<file path="src/lom_pkg.sv">
// Package for the limit order matcher core: sizes, status codes and the
// controller-to-datapath command and status structs. No dependencies.
package lom_pkg;

  localparam int BOOK_SLOTS = 32;
  localparam int SLOT_W = $clog2(BOOK_SLOTS);
  localparam int SCAN_W = $clog2(BOOK_SLOTS + 1);

  typedef enum logic [2:0] {
    ST_ACCEPTED  = 3'd0,
    ST_CANCELLED = 3'd1,
    ST_INVALID   = 3'd2,
    ST_DUPLICATE = 3'd3,
    ST_UNKNOWN   = 3'd4,
    ST_CAPACITY  = 3'd5,
    ST_EXHAUSTED = 3'd6
  } status_t;

  typedef struct packed {
    logic scan_start;
    logic scan_step;
    logic fill;
    logic rest;
    logic cancel;
    logic emit_trade;
    logic emit_status;
    status_t emit_code;
  } dp_cmd_t;

  typedef struct packed {
    logic scan_done;
    logic id_found;
    logic free_found;
    logic best_found;
    logic rem_zero;
    logic trades_full;
    logic count_max;
    logic is_cancel;
    logic is_invalid;
  } dp_sts_t;

endpackage

</file>
<file path="src/lom_ctrl.sv">
// Controller of the limit order matcher: sequences checks, scans, fills
// and the final status beat. Uses lom_pkg; drives lom_datapath.
module lom_ctrl (
  input  logic             clk,
  input  logic             rst,
  input  logic             start_beat,
  input  logic             was_max,
  input  lom_pkg::dp_sts_t sts,
  output lom_pkg::dp_cmd_t cmd,
  output logic             busy
);
  import lom_pkg::*;

  typedef enum logic [5:0] {
    S_IDLE  = 6'b000001,
    S_CHECK = 6'b000010,
    S_SCAN  = 6'b000100,
    S_FIRST = 6'b001000,
    S_FILL  = 6'b010000,
    S_END   = 6'b100000
  } state_t;

  state_t state, state_next;
  logic ex, ex_next;

  assign busy = (state != S_IDLE);

  always_comb begin
    cmd = '0;
    cmd.emit_code = ST_ACCEPTED;
    state_next = state;
    ex_next = ex;
    case (state)
      S_IDLE: begin
        if (start_beat) begin
          ex_next = was_max;
          state_next = S_CHECK;
        end
      end
      S_CHECK: begin
        if (ex) begin
          cmd.emit_status = 1'b1;
          cmd.emit_code = ST_EXHAUSTED;
          state_next = S_IDLE;
        end else if (!sts.is_cancel && sts.is_invalid) begin
          cmd.emit_status = 1'b1;
          cmd.emit_code = ST_INVALID;
          state_next = S_IDLE;
        end else begin
          cmd.scan_start = 1'b1;
          state_next = S_SCAN;
        end
      end
      S_SCAN: begin
        if (!sts.scan_done) begin
          cmd.scan_step = 1'b1;
        end else if (sts.is_cancel) begin
          cmd.emit_status = 1'b1;
          cmd.emit_code = sts.id_found ? ST_CANCELLED : ST_UNKNOWN;
          cmd.cancel = sts.id_found;
          state_next = S_IDLE;
        end else begin
          state_next = S_FIRST;
        end
      end
      S_FIRST: begin
        if (sts.id_found) begin
          cmd.emit_status = 1'b1;
          cmd.emit_code = ST_DUPLICATE;
          state_next = S_IDLE;
        end else if (!sts.free_found && !sts.best_found) begin
          cmd.emit_status = 1'b1;
          cmd.emit_code = ST_CAPACITY;
          state_next = S_IDLE;
        end else begin
          state_next = S_FILL;
        end
      end
      S_FILL: begin
        if (sts.best_found && !sts.rem_zero && !sts.trades_full) begin
          cmd.fill = 1'b1;
          cmd.emit_trade = 1'b1;
          cmd.scan_start = 1'b1;
          state_next = S_END;
        end else begin
          cmd.rest = !sts.rem_zero && sts.free_found;
          cmd.emit_status = 1'b1;
          cmd.emit_code = ST_ACCEPTED;
          state_next = S_IDLE;
        end
      end
      S_END: begin
        if (!sts.scan_done) begin
          cmd.scan_step = 1'b1;
        end else begin
          state_next = S_FILL;
        end
      end
      default: state_next = S_IDLE;
    endcase
  end

  always_ff @(posedge clk) begin
    if (rst) begin
      state <= S_IDLE;
      ex <= 1'b0;
    end else begin
      state <= state_next;
      ex <= ex_next;
    end
  end

endmodule

</file>
<file path="config.mk">
export PLATFORM = sky130hd
export DESIGN_NAME = lom_ctrl
export DESIGN_NICKNAME = d
export VERILOG_FILES = /design/src/lom_pkg.sv /design/src/lom_ctrl.sv
export SDC_FILE = /design/constraint.sdc
export NUM_CORES = 1
export LEC_CHECK = 0
export ABC_AREA = 1
export BUFFER_PORTS_ARGS = -buffer_cell sky130_fd_sc_hd__buf_2
export CORE_MARGIN = 2
export CORE_UTILIZATION = 42
export CTS_CLUSTER_SIZE = 16
export DETAILED_ROUTE_END_ITERATION = 16
export PLACE_DENSITY = 0.71
export SLEW_MARGIN = 25
export SYNTH_ARGS = -nofsm -noshare
export SYNTH_HDL_FRONTEND = slang
export SYNTH_SLANG_ARGS = --single-unit
</file>
<file path="constraint.sdc">
create_clock -name clk -period 1.1 [get_ports clk]
set_input_delay 0.22 -clock clk [delete_from_list [all_inputs] [get_ports clk]]
set_output_delay 0.22 -clock clk [all_outputs]
set_load 0.01 [all_outputs]
</file>
## Word-level counts from Yosys, hierarchy flattened

Index checks and enable logic that the tools add are counted.
W data, S select, Z words.

- Flip-flop bits (word level): 7
- Bits of input ports: 13
- Output and inout port bits: 11
- Logic and storage cells: 56

- Equal/unequal tests: 10
- Multiplexer cells: 31
- Reduce and logical (&&, ||, !) cells: 13

Operators with widths:

| operator | count |
|---|---|
| $pmux W6 S6 | 1 |
| $mux W4 | 8 |
| $mux W6 | 5 |
| $pmux W4 S4 | 1 |
| $mux W1 | 10 |
| $mux W5 | 2 |
| $eq A6 B1 Y1 const B | 1 |
| $eq A6 B2 Y1 const B | 1 |
| $eq A6 B3 Y1 const B | 1 |
| $eq A6 B4 Y1 const B | 1 |
| $eq A6 B5 Y1 const B | 1 |
| $eq A6 B6 Y1 const B | 1 |
| $mux W3 | 2 |
| $ne A2 B2 Y1 const B | 3 |
| $ne A6 B1 Y1 const B | 1 |
| $logic_and A1 B1 Y1 | 5 |
| $logic_not A1 Y1 | 5 |
| $reduce_and A3 Y1 | 1 |
| $mux W2 | 1 |
| $pmux W1 S2 | 1 |
| $reduce_and A2 Y1 | 1 |
| $reduce_or A2 Y1 | 1 |

## Longest topological paths before layout

Gate-level depths: netlist of the first run.

- Depth in word-level cells: 5
- Mapped depth: 9

## Worst setup path after synthesis of the first run

No wires, ideal clock.

- Path type: reg-to-output
- Start point: reg state[5]
- End point: out cmd[5] (netlist bit)
- Data arrival time: 1.010 ns
- Required time: 0.880 ns
- Setup slack: -0.130 ns
- Cell stages (with the launch flop): 8
- Path buffers: 0
- Cells stage by stage: dfxtp_1 nor2_4 nand2_2 inv_2 nand2_1 clkinv_1 nand3_2 nor2_1

RTL lines:

| element | line | RTL |
|---|---|---|
| start, declared | lom_ctrl.sv:23 | `state_t state, state_next;` |
| start signal, assigned | lom_ctrl.sv:108 | `state <= state_next;` |
| end, declared | lom_ctrl.sv:9 | `output lom_pkg::dp_cmd_t cmd,` |

==> impl_metrics.prom, run 1 <==
# TYPE chip_impl_metric gauge
chip_impl_metric{name="via_count_of_the_first_global_routing_pass",unit=""} 829
chip_impl_metric{name="cts.sinks",unit=""} 7
chip_impl_metric{name="drt_pass1_iterations",unit=""} 4
chip_impl_metric{name="chipWidth",unit="um"} 42.5
chip_impl_metric{name="syn-cell-area",unit="um^2"} 623
chip_impl_metric{name="detailed_placer_s_ending_hpwl",unit="mm"} 1.38
chip_impl_metric{name="antenna_found_initial",unit=""} 0
chip_impl_metric{name="seq_power_share",unit="%"} 25.4
chip_impl_metric{name="post_drt_wl_per_cell",unit="um"} 16.0
chip_impl_info{name="timing.critical_path.from_type",value="flip-flop"} 1
chip_impl_metric{name="post-layout-total-power",unit="mW"} 1.23
chip_impl_metric{name="peak_vdd_ir",unit="uV"} 1140
chip_impl_metric{name="critPathBufInv",unit=""} 3
chip_impl_info{name="setup.worst_path.class",value="reg2out"} 1
chip_impl_metric{name="post_synth_mux_area_share",unit="%"} 0
chip_impl_metric{name="drv_cap",unit=""} 0
chip_impl_metric{name="core-area",unit="um^2"} 1350
chip_impl_metric{name="globalRoute.totalOverflow",unit=""} 0
chip_impl_metric{name="numCtsBuffers",unit=""} 3
chip_impl_metric{name="yosys.area_share.xor_xnor",unit="%"} 0
chip_impl_info{name="worstPathCellList",value="nor2_4 > nand2_4 > inv_4 > nand2_4 > clkinv_4 > nand3_4 > nand4_1 > buf_2"} 1
chip_impl_metric{name="post-route-min-period",unit="ps"} 1660
chip_impl_metric{name="port_bufs",unit=""} 22
chip_impl_info{name="critical_path.startpoint",value="state[1]"} 1
chip_impl_metric{name="postRouteWirelength",unit="mm"} 2.79
chip_impl_metric{name="die_area",unit="um^2"} 1810
chip_impl_metric{name="timing_worst_slew_pin_value",unit="ps"} 262
chip_impl_metric{name="drc_errors",unit=""} 0
chip_impl_metric{name="ys_warn_count",unit=""} 0
chip_impl_metric{name="synthCells",unit=""} 108
chip_impl_metric{name="place.gp.congestion",unit=""} 0.893
chip_impl_info{name="cpMaxStageDelayCell",value="sky130_fd_sc_hd__dfxtp_4"} 1
chip_impl_metric{name="area_growth",unit="%"} 95.2
chip_impl_info{name="worst_path_dominant_cell_family",value="simple AND/OR/NAND/NOR gates"} 1
chip_impl_metric{name="grt_first_pass_wirelength",unit="mm"} 3.31
chip_impl_metric{name="track_usage",unit="%"} 24.5
chip_impl_metric{name="floorplan.io_pins",unit=""} 24
chip_impl_metric{name="maximum_number_of_pins_on_one_net_before_global_route_repair",unit=""} 7
chip_impl_metric{name="pwr_density_cell",unit="nW/um^2"} 1010
chip_impl_metric{name="timing.final.crit_share",unit="%"} 151
chip_impl_metric{name="cts.reportedPaths.clkPinSlew",unit="ps"} 50
chip_impl_metric{name="net_switching_power",unit="uW"} 511
chip_impl_metric{name="post-route-util",unit="%"} 90.1
chip_impl_metric{name="clock_latency",unit="ps"} 250
chip_impl_metric{name="synth_seq_cells",unit=""} 7
chip_impl_metric{name="critical_path.max_stage_delay",unit="ps"} 360
chip_impl_metric{name="synth_seq_area_share",unit="%"} 22.5
chip_impl_metric{name="floorplan.initialDensity",unit="%"} 46.2
chip_impl_info{name="rsz0062_at_grt",value="yes"} 1
chip_impl_metric{name="worst_hold_check_slack",unit="ps"} 236
chip_impl_metric{name="die_h",unit="um"} 42.5
chip_impl_metric{name="p_int",unit="uW"} 714
chip_impl_metric{name="max-slew-margin-rel",unit="%"} 82.5
chip_impl_metric{name="worstPathArrival",unit="ps"} 1440
chip_impl_metric{name="place_worst_setup_slack",unit="ps"} -233
chip_impl_metric{name="netSwitchingFraction",unit="%"} 41.7
chip_impl_info{name="hp-class",value="in2reg"} 1
chip_impl_metric{name="fin_cells",unit=""} 174
chip_impl_info{name="layout_common_cells",value="sky130_fd_sc_hd__inv_1, sky130_fd_sc_hd__nand2_1, sky130_fd_sc_hd__buf_2, sky130_fd_sc_hd__buf_4, sky130_fd_sc_hd__buf_6"} 1
chip_impl_metric{name="clkPwrFrac",unit="%"} 19.0
chip_impl_info{name="synth_top_family_by_area",value="simple AND/OR/NAND/NOR gates"} 1
chip_impl_metric{name="worst_ep_required_time",unit="ps"} 880
chip_impl_metric{name="hold_buffers",unit=""} 0
chip_impl_metric{name="fp-row-count",unit=""} 13
chip_impl_info{name="violations",value="negative setup slack"} 1
chip_impl_metric{name="p_leak",unit="nW"} 0.648
chip_impl_info{name="tritoncts_clock_tree",value="done"} 1
chip_impl_metric{name="setup_ws",unit="ps"} -558
chip_impl_metric{name="drive_gt1_share",unit="%"} 62.3
chip_impl_metric{name="routed-via-count",unit=""} 960
chip_impl_metric{name="post_synthesis_net_count",unit=""} 121
chip_impl_metric{name="drt-initial-drc-count",unit=""} 42
chip_impl_info{name="end_kind",value="output pin"} 1
chip_impl_metric{name="clock-skew-final",unit="ps"} 5.64
chip_impl_metric{name="reg2reg_slack",unit="ps"} -340
chip_impl_metric{name="dp.cells",unit=""} 160
chip_impl_metric{name="synth_simple_gate_area_share",unit="%"} 53.2
chip_impl_metric{name="netlist-cell-type-count",unit=""} 19
chip_impl_metric{name="max_clock_freq",unit="MHz"} 603
chip_impl_metric{name="yosys.area_share.adder",unit="%"} 0
chip_impl_info{name="worst_path_most_repeated_cell",value="sky130_fd_sc_hd__nand2_4"} 1
chip_impl_metric{name="synth_compound_area_share",unit="%"} 9.24
chip_impl_metric{name="slew_viol_final",unit=""} 0
chip_impl_info{name="result_of_the_run",value="finished with violations"} 1
chip_impl_metric{name="cts_max_level",unit=""} 1
chip_impl_metric{name="routed_via_density",unit=""} 5.52
chip_impl_metric{name="cp_max_fo",unit=""} 4
chip_impl_metric{name="syn_area_per_cell",unit="um^2"} 5.77
chip_impl_info{name="worst_hold_startpoint",value="was_max"} 1
chip_impl_metric{name="diodes",unit=""} 0
chip_impl_info{name="ctsRootBufferMaster",value="sky130_fd_sc_hd__clkbuf_4"} 1
chip_impl_metric{name="finalSetupViolCount",unit=""} 18
chip_impl_metric{name="number_of_hold_violations_in_the_final_report",unit=""} 0
chip_impl_metric{name="cts.path.max_buffers",unit=""} 2
chip_impl_info{name="rr_startpoint",value="state[1]"} 1
chip_impl_metric{name="design.final.nets",unit=""} 173
chip_impl_metric{name="drtAntennaViolNets",unit=""} 0
chip_impl_metric{name="power.combinational.fraction",unit="%"} 55.6
## power by group through the flow
stage / Clock [mW] / Combinational (mW) / Sequential (mW)
after CTS: 0.232 / 0.522 / 0.308
after detailed placement: 0 / 0.402 / 0.308
after floorplan: 0 / 0.243 / 0.304
final: 0.233 / 0.681 / 0.311
after global placement: 0 / 0.393 / 0.307
after global routing: 0.256 / 0.732 / 0.312
## flip-flops by register name, summed over array words and instances, names as in the netlist
name and flops:
ex 1, state 6
## through the flow
step	area, um^2	TNS (ps)
after floorplan	676	-369
after global placement	913	-1460
after detailed placement	913	-1820
after CTS	1090	-4700
after global routing	1220	-7560
final	1220	-6410
## synth_stat cells
| master | number | area share [%] |
|---|---|---|
| sky130_fd_sc_hd__o21ai_0 | 6 | 4.8 |
| sky130_fd_sc_hd__clkinv_1 | 1 | 0.60 |
| sky130_fd_sc_hd__dfxtp_1 | 7 | 22 |
| sky130_fd_sc_hd__o221ai_1 | 1 | 1.4 |
| sky130_fd_sc_hd__o21ai_2 | 1 | 1.4 |
| sky130_fd_sc_hd__nor2_2 | 2 | 2.0 |
| sky130_fd_sc_hd__nand3_2 | 6 | 9.6 |
| sky130_fd_sc_hd__nand4_1 | 3 | 3.0 |
| sky130_fd_sc_hd__buf_4 | 1 | 1.2 |
| sky130_fd_sc_hd__nor3_2 | 1 | 1.6 |
| sky130_fd_sc_hd__nand3_1 | 5 | 4.0 |
| sky130_fd_sc_hd__nand2_2 | 2 | 2.0 |
| sky130_fd_sc_hd__inv_2 | 1 | 0.60 |
| sky130_fd_sc_hd__nand2_1 | 24 | 14 |
| sky130_fd_sc_hd__nor2_1 | 19 | 11 |
| sky130_fd_sc_hd__a21oi_1 | 2 | 1.6 |
| sky130_fd_sc_hd__nor3_1 | 4 | 3.2 |
| sky130_fd_sc_hd__inv_1 | 21 | 13 |
| sky130_fd_sc_hd__nor2_4 | 1 | 1.8 |
## worst paths after layout
| check | cells past startpoint | end |
|---|---|---|
| worst max register to register | 10 | state[2] |
| worst min register to register | 2 | ex |
| worst max-delay path | 8 | cmd[3] |
| worst min-delay path | 3 | ex |
## what timing repair did
item / in CTS / in global routing
hold endpoints to repair: 0 / 0
resized for setup: 33 / 21
setup buffers: 7 / 6
pin swaps: 8 / 6
gates cloned: 0 / 0
endpoints found under the setup margin: 17 / 18
## cells by family (layout without fill, tap and decap cells)
kind of cell | Yosys count | count (layout)
AO/OA/AOI/OAI | 10 | 10
buffers and inverters | 24 | 75
flip-flops | 7 | 7
AND/OR/NAND/NOR | 67 | 67
## metal layers
layer	up-vias	track usage [%]	part of all wire, %
li1	442	-	-
met1	437	25.5	35
met2	63	43.4	52
met3	18	8.19	7.4
met4	0	11.9	5.7
met5	-	0	0
## final cells by class
class | count | area (um^2)
flip-flops and latches | 7 | 153
multi-input cells | 77 | 554
clock buffers | 4 | 26.3
repair buffers | 48 | 370
inverters | 23 | 93.8
fillers | 64 | 134
well taps | 15 | 18.8
## tightest hold or removal path, cell delays in order
cell and delay, ps:
sky130_fd_sc_hd__buf_2 110, sky130_fd_sc_hd__nor3_4 40, sky130_fd_sc_hd__nor2_1 80
Note: power is estimated with default switching activity, not from simulation.
==> run 2, diff against run 1 <==
--- a/config.mk
+++ b/config.mk
@@ -12,6 +12,7 @@
 export CTS_CLUSTER_SIZE = 16
 export DETAILED_ROUTE_END_ITERATION = 16
 export PLACE_DENSITY = 0.71
+export SETUP_SLACK_MARGIN = 0.05
 export SLEW_MARGIN = 25
 export SYNTH_ARGS = -nofsm -noshare
 export SYNTH_HDL_FRONTEND = slang
==> impl_metrics.prom, run 2 (synthesis gave the netlist of run 1 again) <==
# TYPE chip_impl_metric gauge
chip_impl_metric{name="layout.filler_cells",unit=""} 73
chip_impl_metric{name="fp-row-count",unit=""} 13
chip_impl_metric{name="track_usage",unit="%"} 26.1
chip_impl_metric{name="place.gp.congestion",unit=""} 0.880
chip_impl_metric{name="antenna_found_initial",unit=""} 0
chip_impl_info{name="rsz0062_at_grt",value="yes"} 1
chip_impl_metric{name="clock_latency",unit="ps"} 250
chip_impl_metric{name="cts.reportedPaths.clkPinSlew",unit="ps"} 50
chip_impl_metric{name="p_leak",unit="nW"} 0.621
chip_impl_metric{name="drtAntennaViolNets",unit=""} 0
chip_impl_metric{name="clkPwrFrac",unit="%"} 18.8
chip_impl_info{name="max_flop_register",value="state"} 1
chip_impl_metric{name="drt-initial-drc-count",unit=""} 28
chip_impl_metric{name="routed_via_density",unit=""} 5.17
chip_impl_info{name="layout_common_cells",value="sky130_fd_sc_hd__buf_2, sky130_fd_sc_hd__buf_4, sky130_fd_sc_hd__inv_1, sky130_fd_sc_hd__nand2_1"} 1
chip_impl_info{name="setup.worst_path.class",value="reg2out"} 1
chip_impl_info{name="mostFrequentLayoutCell",value="sky130_fd_sc_hd__buf_2"} 1
chip_impl_metric{name="seq_area",unit="um^2"} 153
chip_impl_metric{name="port_bufs",unit=""} 22
chip_impl_metric{name="worst_ep_required_time",unit="ps"} 880
chip_impl_metric{name="floorplan.io_pins",unit=""} 24
chip_impl_info{name="critical_path.startpoint",value="state[4]"} 1
chip_impl_metric{name="maximum_number_of_pins_on_one_net_before_global_route_repair",unit=""} 7
chip_impl_metric{name="core-area",unit="um^2"} 1350
chip_impl_metric{name="power.combinational.fraction",unit="%"} 55.0
chip_impl_metric{name="netSwitchingFraction",unit="%"} 40.1
chip_impl_metric{name="design.final.nets",unit=""} 171
chip_impl_metric{name="drv_cap",unit=""} 0
chip_impl_metric{name="cp_max_fo",unit=""} 4
chip_impl_metric{name="postRouteWirelength",unit="mm"} 2.38
chip_impl_metric{name="cts_max_level",unit=""} 1
chip_impl_metric{name="area_growth",unit="%"} 86.5
chip_impl_metric{name="finalSetupViolCount",unit=""} 18
chip_impl_metric{name="largest_register_ff_count",unit=""} 6
chip_impl_metric{name="hold_buffers",unit=""} 0
chip_impl_metric{name="cts.sinks",unit=""} 7
chip_impl_metric{name="max-slew-margin-rel",unit="%"} 84.9
chip_impl_metric{name="via_count_of_the_first_global_routing_pass",unit=""} 852
chip_impl_metric{name="peak_vdd_ir",unit="uV"} 953
chip_impl_metric{name="setup_ws",unit="ps"} -503
chip_impl_info{name="violations",value="negative setup slack"} 1
chip_impl_metric{name="number_of_hold_violations_in_the_final_report",unit=""} 0
chip_impl_metric{name="globalRoute.totalOverflow",unit=""} 0
chip_impl_metric{name="floorplan.initialDensity",unit="%"} 46.2
chip_impl_info{name="timing.critical_path.from_type",value="flip-flop"} 1
chip_impl_metric{name="slew_viol_final",unit=""} 0
chip_impl_metric{name="multiInputGateArea",unit="um^2"} 533
chip_impl_metric{name="worstPathArrival",unit="ps"} 1380
chip_impl_metric{name="timing_worst_slew_pin_value",unit="ps"} 225
chip_impl_metric{name="clock-skew-final",unit="ps"} 1.85
chip_impl_info{name="tritoncts_clock_tree",value="done"} 1
chip_impl_metric{name="chipWidth",unit="um"} 42.5
chip_impl_metric{name="worst_hold_check_slack",unit="ps"} 210
chip_impl_info{name="end_kind",value="output pin"} 1
chip_impl_info{name="ctsRootBufferMaster",value="sky130_fd_sc_hd__clkbuf_4"} 1
chip_impl_metric{name="die_area",unit="um^2"} 1810
chip_impl_metric{name="cts.path.max_buffers",unit=""} 2
chip_impl_info{name="rr_startpoint",value="state[4]"} 1
chip_impl_metric{name="net_switching_power",unit="uW"} 482
chip_impl_metric{name="routed-via-count",unit=""} 889
chip_impl_metric{name="reg2reg_slack",unit="ps"} -280
chip_impl_info{name="worst_hold_startpoint",value="was_max"} 1
chip_impl_info{name="result_of_the_run",value="finished with violations"} 1
chip_impl_metric{name="placed_cell_area",unit="um^2"} 912
chip_impl_metric{name="die_h",unit="um"} 42.5
chip_impl_metric{name="max_clock_freq",unit="MHz"} 624
chip_impl_metric{name="timing.final.crit_share",unit="%"} 146
chip_impl_metric{name="post-route-min-period",unit="ps"} 1600
chip_impl_metric{name="seq_power_share",unit="%"} 26.2
chip_impl_metric{name="detailed_placer_s_ending_hpwl",unit="mm"} 1.35
chip_impl_metric{name="drt_pass1_iterations",unit=""} 4
chip_impl_metric{name="drive_gt1_share",unit="%"} 63.1
chip_impl_metric{name="grt_first_pass_wirelength",unit="mm"} 3.53
chip_impl_info{name="reg.largest.list",value="state (6), ex (1)"} 1
chip_impl_metric{name="p_int",unit="uW"} 719
chip_impl_metric{name="diodes",unit=""} 0
chip_impl_metric{name="post-route-cell-area",unit="um^2"} 1160
chip_impl_metric{name="post_drt_wl_per_cell",unit="um"} 13.8
chip_impl_metric{name="pwr_density_cell",unit="nW/um^2"} 1030
chip_impl_metric{name="drc_errors",unit=""} 0
chip_impl_info{name="hp-class",value="in2reg"} 1
chip_impl_metric{name="numCtsBuffers",unit=""} 3
-- run 2: worst max-delay path, stage by stage (launching register included) --
cell,delay [ps]
sky130_fd_sc_hd__dfxtp_2,330
sky130_fd_sc_hd__nor2_4,160
sky130_fd_sc_hd__nand2_2,100
sky130_fd_sc_hd__inv_2,70
sky130_fd_sc_hd__nand2_2,60
sky130_fd_sc_hd__clkinv_2,70
sky130_fd_sc_hd__nand3_4,80
sky130_fd_sc_hd__o21ai_4,120
sky130_fd_sc_hd__buf_2,140
-- run 2: cell type report --
class                      count  share of cell area, %
clock buffer                   4                   2.26
inverter                      23                   7.75
multi-input combinational     77                   45.9
sequential                     7                   13.1
tap                           15                   1.61
timing repair buffer          46                   29.4
-- run 2: path summary, 6_finish.rpt --
check / end / depth (start not counted)
min reg2reg: ex / 2
max reg2reg: state[2] / 11
min: ex / 3
max: cmd[0] / 8
-- run 2: power by group through the flow --
stage                     sequential (mW)  clock (mW)  combinational [mW]
after floorplan                     0.307           0               0.248
after global placement              0.309           0               0.401
after detailed placement            0.312           0               0.408
after CTS                           0.309       0.232               0.568
after global routing                0.320       0.246               0.711
final                               0.315       0.225               0.661
-- run 2: metrics by stage --
| stage | total power, mW | setup slack, ps | cells | utilization [%] | setup TNS, ps |
|---|---|---|---|---|---|
| after CTS | 1.11 | -462 | 172 | 82.9 | -5150 |
| after detailed placement | 0.720 | -239 | 159 | 67.6 | -1770 |
| after global placement | 0.710 | -190 | 159 | 67.6 | -1410 |
| after floorplan | 0.555 | -85.0 | 108 | - | -367 |
| final | 1.20 | -503 | 172 | 86.1 | -5790 |
| after global routing | 1.28 | -576 | 172 | 86.1 | -7250 |
-- run 2: routing by layer --
metal | track usage (%) | wire length (um)
met5 | 0 | 0
met4 | 11.9 | 68
met3 | 8.62 | 161
met2 | 46.2 | 1230
met1 | 27.6 | 916
-- run 2: repair_timing --
item | in CTS | in global routing
buffers inserted | 11 | 4
resized for setup | 30 | 16
endpoints found under the hold margin | 0 | 0
pin swaps | 9 | 8
setup endpoints to repair | 17 | 18
==> run 3, diff against run 2 <==
--- a/config.mk
+++ b/config.mk
@@ -5,10 +5,9 @@
 export SDC_FILE = /design/constraint.sdc
 export NUM_CORES = 1
 export LEC_CHECK = 0
-export ABC_AREA = 1
 export BUFFER_PORTS_ARGS = -buffer_cell sky130_fd_sc_hd__buf_2
 export CORE_MARGIN = 2
-export CORE_UTILIZATION = 42
+export CORE_UTILIZATION = 40
 export CTS_CLUSTER_SIZE = 16
 export DETAILED_ROUTE_END_ITERATION = 16
 export PLACE_DENSITY = 0.71
==> impl_metrics.prom, run 3 <==
# TYPE chip_impl_metric gauge
chip_impl_metric{name="core-area",unit="um^2"} 1270
chip_impl_info{name="reg.largest.list",value="state (6), ex (1)"} 1
chip_impl_metric{name="routed-via-count",unit=""} 760
chip_impl_metric{name="postRouteWirelength",unit="mm"} 2.20
chip_impl_metric{name="synthCells",unit=""} 70
chip_impl_metric{name="critical_path.max_stage_delay",unit="ps"} 580
chip_impl_info{name="rsz0062_at_grt",value="yes"} 1
chip_impl_metric{name="synth_seq_cells",unit=""} 7
chip_impl_metric{name="finalSetupViolCount",unit=""} 18
chip_impl_metric{name="diodes",unit=""} 0
chip_impl_info{name="synth.top_cells.by_area",value="sky130_fd_sc_hd__dfxtp_1, sky130_fd_sc_hd__nor2_1, sky130_fd_sc_hd__nand2_1"} 1
chip_impl_info{name="synth_top_family_by_area",value="simple AND/OR/NAND/NOR gates"} 1
chip_impl_metric{name="synth_seq_area_share",unit="%"} 26.4
chip_impl_metric{name="timing.hold.worst_path_depth",unit=""} 3
chip_impl_metric{name="design.final.nets",unit=""} 142
chip_impl_metric{name="met3_wirelength",unit="um"} 128
chip_impl_metric{name="max-slew-margin-rel",unit="%"} 77.1
chip_impl_info{name="violations",value="negative setup slack"} 1
chip_impl_metric{name="r2r_cells",unit=""} 6
chip_impl_metric{name="floorplan.io_pins",unit=""} 24
chip_impl_metric{name="setup_ws",unit="ps"} -737
chip_impl_info{name="tritoncts_clock_tree",value="done"} 1
chip_impl_metric{name="track_usage",unit="%"} 24.9
chip_impl_info{name="max_flop_register",value="state"} 1
chip_impl_metric{name="clock-skew-final",unit="ps"} 4.36
chip_impl_info{name="crit-reg2reg-capture",value="state[4]"} 1
chip_impl_metric{name="drt_pass1_iterations",unit=""} 4
chip_impl_metric{name="drtAntennaViolNets",unit=""} 0
chip_impl_metric{name="peak_vdd_ir",unit="uV"} 1010
chip_impl_metric{name="multiInputGateArea",unit="um^2"} 499
chip_impl_metric{name="largest_register_ff_count",unit=""} 6
chip_impl_metric{name="place.gp.congestion",unit=""} 0.906
chip_impl_info{name="worst_hold_startpoint",value="was_max"} 1
chip_impl_info{name="setup.worst_path.class",value="reg2out"} 1
chip_impl_metric{name="post-route-cell-area",unit="um^2"} 1140
chip_impl_info{name="timing.critical_path.from_type",value="flip-flop"} 1
chip_impl_info{name="ys.flop_type",value="sky130_fd_sc_hd__dfxtp_1"} 1
chip_impl_metric{name="globalRoute.totalOverflow",unit=""} 0
chip_impl_info{name="hp-class",value="in2reg"} 1
chip_impl_metric{name="grt_first_pass_wirelength",unit="mm"} 2.65
chip_impl_info{name="worstPathCellList",value="or4_4 > a211oi_4 > a211oi_2 > nand2_1 > buf_2"} 1
chip_impl_info{name="end_kind",value="output pin"} 1
chip_impl_metric{name="cts_max_level",unit=""} 1
chip_impl_metric{name="numCtsBuffers",unit=""} 3
chip_impl_metric{name="cts.sinks",unit=""} 7
chip_impl_metric{name="number_of_synthesized_flops_with_an_enable_pin",unit=""} 0
chip_impl_metric{name="syn-cell-area",unit="um^2"} 531
chip_impl_info{name="ctsRootBufferMaster",value="sky130_fd_sc_hd__clkbuf_4"} 1
chip_impl_metric{name="pwr_density_cell",unit="nW/um^2"} 790
chip_impl_metric{name="via_count_of_the_first_global_routing_pass",unit=""} 663
chip_impl_info{name="worstHoldEndpoint",value="ex"} 1
chip_impl_metric{name="floorplan.initialDensity",unit="%"} 41.8
chip_impl_info{name="cpMaxStageDelayCell",value="sky130_fd_sc_hd__or4_4"} 1
chip_impl_metric{name="routed_via_density",unit=""} 5.31
chip_impl_metric{name="drive_gt1_share",unit="%"} 68.0
chip_impl_metric{name="placed_cell_area",unit="um^2"} 877
chip_impl_metric{name="number_of_hold_violations_in_the_final_report",unit=""} 0
chip_impl_metric{name="worstPathArrival",unit="ps"} 1620
chip_impl_metric{name="synth_simple_gate_area_share",unit="%"} 46.0
chip_impl_metric{name="clock_latency",unit="ps"} 250
chip_impl_metric{name="syn_area_per_cell",unit="um^2"} 7.58
chip_impl_metric{name="max_clock_freq",unit="MHz"} 544
chip_impl_metric{name="cts.reportedPaths.clkPinSlew",unit="ps"} 50
chip_impl_metric{name="synth_compound_area_share",unit="%"} 19.8
chip_impl_metric{name="timing_worst_slew_pin_value",unit="ps"} 339
chip_impl_metric{name="port_bufs",unit=""} 22
chip_impl_metric{name="worst_hold_check_slack",unit="ps"} 211
chip_impl_metric{name="p_leak",unit="nW"} 0.563
chip_impl_metric{name="post_drt_wl_per_cell",unit="um"} 15.4
chip_impl_info{name="rr_startpoint",value="state[5]"} 1
chip_impl_metric{name="met2RoutedLength",unit="mm"} 1.11
chip_impl_metric{name="timing.final.crit_share",unit="%"} 167
chip_impl_metric{name="drv_cap",unit=""} 0
chip_impl_info{name="route.top_layer_used",value="met4"} 1
chip_impl_metric{name="finalSetupTns",unit="ps"} -10200
chip_impl_metric{name="yosys.area_share.adder",unit="%"} 0
chip_impl_metric{name="chipWidth",unit="um"} 40.4
chip_impl_metric{name="cp_max_fo",unit=""} 3
chip_impl_metric{name="netlist-cell-type-count",unit=""} 32
chip_impl_metric{name="antenna_found_initial",unit=""} 0
chip_impl_metric{name="ys_warn_count",unit=""} 0
chip_impl_metric{name="post_synthesis_net_count",unit=""} 83
chip_impl_metric{name="reg2reg_slack",unit="ps"} -660
chip_impl_metric{name="detailed_placer_s_ending_hpwl",unit="mm"} 1.31
chip_impl_metric{name="die_h",unit="um"} 40.4
chip_impl_metric{name="maximum_number_of_pins_on_one_net_before_global_route_repair",unit=""} 8
chip_impl_info{name="result_of_the_run",value="finished with violations"} 1
chip_impl_metric{name="drt-initial-drc-count",unit=""} 8
chip_impl_info{name="commonest_cells_in_the_netlist",value="sky130_fd_sc_hd__nor2_1, sky130_fd_sc_hd__dfxtp_1, sky130_fd_sc_hd__nand2_1"} 1
chip_impl_metric{name="drt-met1-wl",unit="um"} 918
chip_impl_metric{name="cts.path.max_buffers",unit=""} 2
chip_impl_metric{name="post-route-min-period",unit="ps"} 1840
chip_impl_metric{name="drc_errors",unit=""} 0
chip_impl_info{name="mostFrequentLayoutCell",value="sky130_fd_sc_hd__buf_4"} 1
chip_impl_metric{name="slew_viol_final",unit=""} 0
chip_impl_metric{name="area_growth",unit="%"} 115
chip_impl_metric{name="yosys.area_share.xor_xnor",unit="%"} 1.65
chip_impl_info{name="layout_common_cells",value="sky130_fd_sc_hd__buf_4, sky130_fd_sc_hd__buf_2, sky130_fd_sc_hd__buf_6"} 1
chip_impl_metric{name="fp-row-count",unit=""} 13
chip_impl_metric{name="worst_ep_required_time",unit="ps"} 880
chip_impl_metric{name="layout.filler_cells",unit=""} 65
chip_impl_info{name="synth_most_common_cell",value="sky130_fd_sc_hd__nor2_1"} 1
chip_impl_metric{name="post_synth_mux_area_share",unit="%"} 1.89
chip_impl_metric{name="synth.top_cell.area_share",unit="%"} 26.4
chip_impl_metric{name="seq_area",unit="um^2"} 156
chip_impl_info{name="synthDominantAreaCellType",value="sky130_fd_sc_hd__dfxtp_1"} 1
chip_impl_metric{name="synth-async-reset-ratio",unit="%"} 0
chip_impl_metric{name="die_area",unit="um^2"} 1630
==> run 3: changes by cell type in the layout (fill, tap and decap cells not counted), moves of 3 or more <==
cell / change
sky130_fd_sc_hd__inv_1: -13
sky130_fd_sc_hd__nor2_2: -4
sky130_fd_sc_hd__nor3_2: -4
sky130_fd_sc_hd__nor2_4: -3
sky130_fd_sc_hd__buf_4: +9
sky130_fd_sc_hd__nand2_2: -9
sky130_fd_sc_hd__nand2_1: -10
sky130_fd_sc_hd__nand3_1: -3
sky130_fd_sc_hd__nor2_1: -7
sky130_fd_sc_hd__nand3_4: -4
sky130_fd_sc_hd__inv_2: -4
sky130_fd_sc_hd__dfxtp_2: -3
==> run 3: cells by family (layout without fill, tap and decap cells) <==
family,Yosys count,count (layout)
AOI/OAI and AO/OA,17,17
buffers and inverters,5,63
muxes,1,1
and+or+nand+nor,39,39
xor gates and xnor gates,1,1
DFF,7,7
==> run 3: final cells by class <==
class / instances / share of cell area [%]
Inverter: 4 / 1.32
Tap cell: 15 / 1.65
Sequential cell: 7 / 13.7
Timing Repair Buffer: 55 / 37.2
Multi-Input combinational cell: 58 / 43.8
Clock buffer: 4 / 2.31
==> run 3: critical path, delay by kind of cell, from the launching register on <==
kind / cells / cell delay [ps]
AND/OR/NAND/NOR: 2 / 650
flip-flops: 1 / 310
AO/OA/AOI/OAI: 2 / 280
buffers and inverters: 1 / 120
==> run 3: how the worst max path moves through the flow <==
stage	start	to	slack, ps	cells past startpoint
global route	state[5]	cmd[3]	-790	5
floorplan	state[5]	cmd[3]	-380	4
detailed placement	state[5]	cmd[9]	-460	5
global placement	state[5]	cmd[3]	-430	5
finish	state[5]	cmd[3]	-740	5
CTS	state[5]	cmd[9]	-720	5
==> run 3: per-layer routing <==
layer  up-vias  GRT usage (%)
li1        373              -
met1       351           27.1
met2        32           45.2
met3         4           3.89
met4         0           13.3
met5         -              0
==> run 3: metrics by stage <==
stage                     utilization (%)  power (mW)  worst slack (ps)  cells
after detailed placement             69.1       0.532              -461    128
after global routing                 89.8       0.958              -786    143
final                                89.8       0.901              -737    143
after global placement               69.1       0.524              -434    128
after floorplan                         -       0.409              -384     70
after CTS                            81.1       0.837              -723    136
==> run 3: timing repair <==
| action | CTS | global route |
|---|---|---|
| pin swaps | 10 | 9 |
| gates resized for setup | 23 | 13 |
| endpoints found under the setup margin | 18 | 18 |
| hold buffers | 0 | 0 |
| cloned | 0 | 0 |
| buffers inserted | 4 | 8 |
==> run 3: power breakdown <==
part,internal [mW],switching (mW)
registers,0.265,0.0207
logic,0.222,0.166
clock network,0.138,0.0896
